===== config.mk =====
export PLATFORM = sky130hd
export DESIGN_NAME = pps_cell
export DESIGN_NICKNAME = d
export VERILOG_FILES = /design/src/design/pps_pkg.sv /design/src/design/pps_cell.sv
export SDC_FILE = /design/constraint.sdc
export NUM_CORES = 1
export LEC_CHECK = 0
export BUFFER_PORTS_ARGS = -buffer_cell sky130_fd_sc_hd__buf_2
export CAP_MARGIN = 20
export CELL_PAD_IN_SITES_DETAIL_PLACEMENT = 2
export CELL_PAD_IN_SITES_GLOBAL_PLACEMENT = 2
export CORE_MARGIN = 2
export CORE_UTILIZATION = 38
export CTS_CLUSTER_SIZE = 10
export DETAILED_ROUTE_END_ITERATION = 16
export GPL_ROUTABILITY_DRIVEN = 0
export PLACE_DENSITY = 0.83
export SLEW_MARGIN = 10
export SYNTH_ARGS = -nofsm -noshare
export SYNTH_HDL_FRONTEND = slang
export SYNTH_SLANG_ARGS = --single-unit

===== constraint.sdc =====
create_clock -name aclk -period 4.3 [get_ports aclk]
set_input_delay 1.075 -clock aclk [delete_from_list [all_inputs] [get_ports aclk]]
set_output_delay 1.075 -clock aclk [all_outputs]
set_load 0.05 [all_outputs]

===== src/design/pps_pkg.sv =====
package pps_pkg;

    // Width of candidate numbers and held primes
    localparam int VALUE_BITS = 16;
    localparam int BIT_CNT_W  = $clog2(VALUE_BITS);

    // Operation codes of an input transaction
    localparam logic OP_CAND  = 1'b0;
    localparam logic OP_CLEAR = 1'b1;

    typedef struct packed {
        logic                  op;
        logic [VALUE_BITS-1:0] candidate;
    } in_item_t;

    typedef struct packed {
        logic [VALUE_BITS-1:0] prime_value;
        logic                  chain_full;
    } out_item_t;

    // Token that walks the chain, one cell per cycle
    typedef struct packed {
        logic valid;    // token present at this position
        logic alive;    // candidate not yet dropped or stored
        logic claimed;  // candidate stored in an empty cell
    } token_t;

    // Broadcast control from the sequencer to every cell
    typedef struct packed {
        logic clear;    // empty the cell
        logic start;    // reset the remainder for a new candidate
        logic step;     // one restoring remainder step
        logic dbit;     // candidate bit for this step, MSB first
    } cell_ctl_t;

endpackage


===== src/design/pps_cell.sv =====
module pps_cell (
    input  logic                              aclk,
    input  logic                              aresetn,
    input  pps_pkg::cell_ctl_t                ctl,
    input  logic [pps_pkg::VALUE_BITS-1:0]    cand,
    input  pps_pkg::token_t                   tok_in,
    output pps_pkg::token_t                   tok_out,
    output logic                              used
);
    import pps_pkg::*;

    logic [VALUE_BITS-1:0] prime_reg;
    logic [VALUE_BITS-1:0] rem_reg;
    logic [VALUE_BITS-1:0] rem_next;
    logic                  used_reg;
    logic                  used_next;
    token_t                tok_reg;
    token_t                tok_next;
    logic [VALUE_BITS:0]   shifted;
    logic [VALUE_BITS:0]   diff;

    // One restoring step: shift in the next candidate bit, subtract if it fits
    always_comb begin
        shifted = {rem_reg, ctl.dbit};
        diff    = shifted - {1'b0, prime_reg};
        if (shifted >= {1'b0, prime_reg}) begin
            rem_next = diff[VALUE_BITS-1:0];
        end else begin
            rem_next = shifted[VALUE_BITS-1:0];
        end
    end

    // Resolve the token here: claim an empty cell or drop on a zero remainder
    always_comb begin
        tok_next  = tok_in;
        used_next = used_reg;
        if (tok_in.valid && tok_in.alive) begin
            if (!used_reg) begin
                tok_next.alive   = 1'b0;
                tok_next.claimed = 1'b1;
                used_next        = 1'b1;
            end else if (rem_reg == '0) begin
                tok_next.alive = 1'b0;
            end
        end
        if (ctl.clear) begin
            used_next = 1'b0;
        end
    end

    always_ff @(posedge aclk) begin
        if (!aresetn) begin
            used_reg <= 1'b0;
            tok_reg  <= '0;
        end else begin
            used_reg <= used_next;
            tok_reg  <= tok_next;
        end
    end

    // Payload: remainder and held prime
    always_ff @(posedge aclk) begin
        if (ctl.start) begin
            rem_reg <= '0;
        end else if (ctl.step) begin
            rem_reg <= rem_next;
        end
        if (tok_in.valid && tok_in.alive && !used_reg) begin
            prime_reg <= cand;
        end
    end

    assign tok_out = tok_reg;
    assign used    = used_reg;

endmodule


Word-level counts from Yosys, hierarchy flattened
Cells that the tools add are included.
Word-level totals
  input bits: 25
  bits in writable memories: 0
  bits in latches: 0
  memories: 0
  memory bits (read-only): 0
  register bits: 36
  logic and storage cells: 19
  output and inout port bits: 4
Operators by class
  div/mod/pow operators: 0
  reduce and logical (&&, ||, !) cells: 5
  add/sub/neg operators: 1
  multipliers: 0
  mux-type cells: 5
  eq/ne operators: 0
  $lt $le $gt $ge: 1
  bitwise gates (word level): 1
  shift operators: 0
Operator list (number)
  17-bit by 16-bit greater-or-equal comparator with 1-bit output: 1
  16-bit logical NOT: 1
  16-bit 2-to-1 mux: 1
  16-bit subtractor: 1
  1-bit 2-to-1 mux: 3
  1-bit logical AND: 2
  2-bit 2-to-1 mux: 1
  2-bit OR reduction: 1
  1-bit logical NOT: 1
  1-bit NOT: 1

Longest topological paths before layout
  depth after elaboration: 4
  gate-level depth with buffers: 10

Worst setup path before layout
OpenSTA, ideal clock, no wires.
  path kind: input -> register
  from: in ctl[0] (netlist name)
  to: reg rem_reg[12]
  arrival time: 2.904 ns
  cell stages on the path: 10
  path buffers: 0
  path slack: 1.305 ns
  cells stage by stage: inv_1 ha_1 inv_1 fa_1 a21o_1 a221oi_2 o21bai_1 a21oi_1 o311ai_1 a311oi_1
Between the ends
  word-level cells in the longest chain between the ends: 2
  elaborated cells on any way between the ends: 3
  classes of those cells: add/sub (1); order compare (1); mux (1)
Ends and longest elaborated chain
  from (decl): line pps_cell.sv:4  | input pps_pkg::cell_ctl_t ctl,
  16-bit subtractor / 17-bit by 16-bit greater-or-equal comparator with 1-bit output (equally long branches): line pps_cell.sv:25, pps_cell.sv:26
  16-bit 2-to-1 mux (*): line pps_cell.sv:26  | if (shifted >= {1'b0, prime_reg}) begin
  to (signal assigned): line pps_cell.sv:66  | rem_reg <= rem_next;
  to (decl): line pps_cell.sv:13  | logic [VALUE_BITS-1:0] rem_reg;
Mark *: on every way between the ends. The rest lies on a longest branch, timed or not.
A chain may end at the register's enable or synchronous reset.

Final worst setup path
Ends and elaborated chain as after synthesis.

==> results.toml <==
[die]
dieArea_um2 = 6825
die_h_um = 82.62
core_area_um2 = 5956
die_x_um = 82.62
ioPinCount = 29
initial_core_util = 0.3943
placementRows = 28

[grt]
grt_pass1_wl_um = 11900
grt_max_degree = 33
grt_pass1_vias = 2298
gr-total-overflow = 0
grt_antenna_before_repair = 0
grt_use_total = 0.2387

[pwr]
power.density_nw_per_um2 = 334.2
p_leak_nw = 1.105
total_power_mw = 0.8764
irDropWorstVdd_uv = 232.2

[sta]
setup_violations = 0
hold_ws_ps = 511.6
final.period_utilization = 0.7500
fmax_ghz = 0.3101
rsz0062_at_grt = "no"
fin_skew_ps = 5.232
tns_ps = 0
slew_violations = 0
slew_headroom = 0.4318
tightest_slew_ps = 849.1
final.min_clock_period_ps = 3225
finalHoldViolations = 0

[route]
dr.pass1.iters = 4
finalWirelength_um = 7276
drtIter0Drc = 59
vias = 2138
drc = 0
viasPerCell = 5.939
ant_nets = 0
routedWlPerCell_um = 20.21

[clock_tree]
cts_inserted_buffers = 5
cts_hold_buf = 0
post_cts_buffers = 0
htree_num_levels = 2
clockRootBuffer = "clkbuf_8"
numClockSinks = 36
cts_buffer_depth = 2
clk_latency_ps = 290
clkSlewWorstSetupHoldPaths_ps = 70
cts_tree = "built"
ctsResizeCount = 0

[synthesis]
ys_ff_latch = 36
yosysWarningCount = 0
synth_edf_count = 16
seq_area_frac_synth = 0.3751
syn_nets = 302
synth_cells = 260
synthArstFlopShare = 0
yosys.area.top_type = "edfxtp_1"
synthesis.area_um2 = 2349
syn_avg_cell_area_um2 = 9.033
synth_flop_cell = "dfxtp_1"
synth_cell_types = 52
synth_top_area_share = 0.2046
yosys-top-cells-area = "edfxtp_1, dfxtp_1, ha_1, mux2i_1, nor2_1"

[placed_design]
io_buffers = 28
dp_hpwl_um = 5447

[cells_and_area]
final_common_cell = "buf_2"
fillers = 685
area_growth_pct = 11.67
most-common-layout-cells = "buf_2, nor2_1, inv_1"
n_antenna_cell = 0
layout-drive-gt1-share = 0.1439
fin_nets = 326

[setup_path]
end_kind = "flip-flop"
crit_arrival_ps = 3430
worstPathRequired_ps = 4510
path_class = "input port to flip-flop"
cp-start-kind = "input port"
critPathMaxFanout = 6

[run]
maxCapViolCount = 0

[outcome]
status = "complete, no violations"

[worst_hold_path]
hold_path_class = "flip-flop to flip-flop"
[final cells by class]
cell class / instances / area, um^2 / share of cell area
clock buffer: 8 / 90.09 / 0.03435
multi-input combinational: 188 / 1313 / 0.5005
tap: 75 / 93.84 / 0.03578
sequential: 36 / 880.8 / 0.3359
inverter: 22 / 82.58 / 0.03149
timing repair buffer: 31 / 162.7 / 0.06202
[logic make-up after synthesis]
kind of cell	Yosys count	share of synthesized area
AND/OR/NAND/NOR	84	0.1785
AO/OA/AOI/OAI	72	0.2259
buffers and inverters	36	0.06606
flip-flops	36	0.3751
adder cells (fa/ha/maj)	17	0.09377
multiplexers	9	0.03836
XOR/XNOR	6	0.02238
[Yosys cell counts (all sizes together), types with 2 or more instances]
| cell | number |
|---|---|
| a2111oi | 3 |
| a211oi | 7 |
| a21o | 4 |
| a21oi | 16 |
| a311oi | 6 |
| a31o | 2 |
| a31oi | 3 |
| and2 | 2 |
| and3 | 4 |
| buf | 6 |
| clkbuf | 8 |
| dfxtp | 20 |
| edfxtp | 16 |
| ha | 16 |
| inv | 22 |
| mux2i | 9 |
| nand2 | 17 |
| nand2b | 5 |
| nand3 | 5 |
| nand4 | 6 |
| nor2 | 24 |
| nor3 | 8 |
| nor3b | 2 |
| nor4 | 5 |
| o211ai | 3 |
| o21a | 3 |
| o21ai | 9 |
| o21bai | 2 |
| o221ai | 2 |
| o311a | 2 |
| or3 | 3 |
| xnor2 | 4 |
| xor2 | 2 |
[critical path, stage by stage]
cell,delay [ps]
buf_2,100
inv_1,50
ha_1,150
inv_1,50
fa_1,400
a21o_1,230
a221oi_2,570
o21bai_1,210
a21oi_1,210
o311ai_1,120
a311oi_1,260
[metrics by stage]
stage,util,area [um^2],std cells,setup slack (ps)
global route,0.4403,2623,360,942.6
CTS,0.4403,2623,360,1088
detailed placement,0.4252,2532,352,790.8
finish,0.4403,2623,360,1075
floorplan,-,2349,260,1305
global placement,0.4252,2532,352,892.9
[worst paths after layout]
check | startpoint | endpoint | cells past startpoint | slack [ps]
worst max-delay path | ctl[0] | rem_reg[12] | 11 | 1080
worst min-delay path | used | tok_out[1] | 2 | 510
worst max register to register | prime_reg[0] | rem_reg[12] | 9 | 1660
worst min register to register | used | tok_out[1] | 2 | 510
[where the power goes]
part	switching [mW]	total (mW)	internal [mW]
Sequential	0.0171	0.395	0.378
Clock	0.123	0.253	0.131
Combinational	0.141	0.228	0.0871
Total	0.281	0.876	0.595
[metal layers]
metal,GRT usage,vias up,share of wire
met5,0,-,0
met4,0.07377,0,0.016
met3,0.03804,8,0.024
met2,0.4282,33,0.53
met1,0.2920,1073,0.43
li1,-,1024,-
Note: power is estimated with default switching activity, not from simulation.
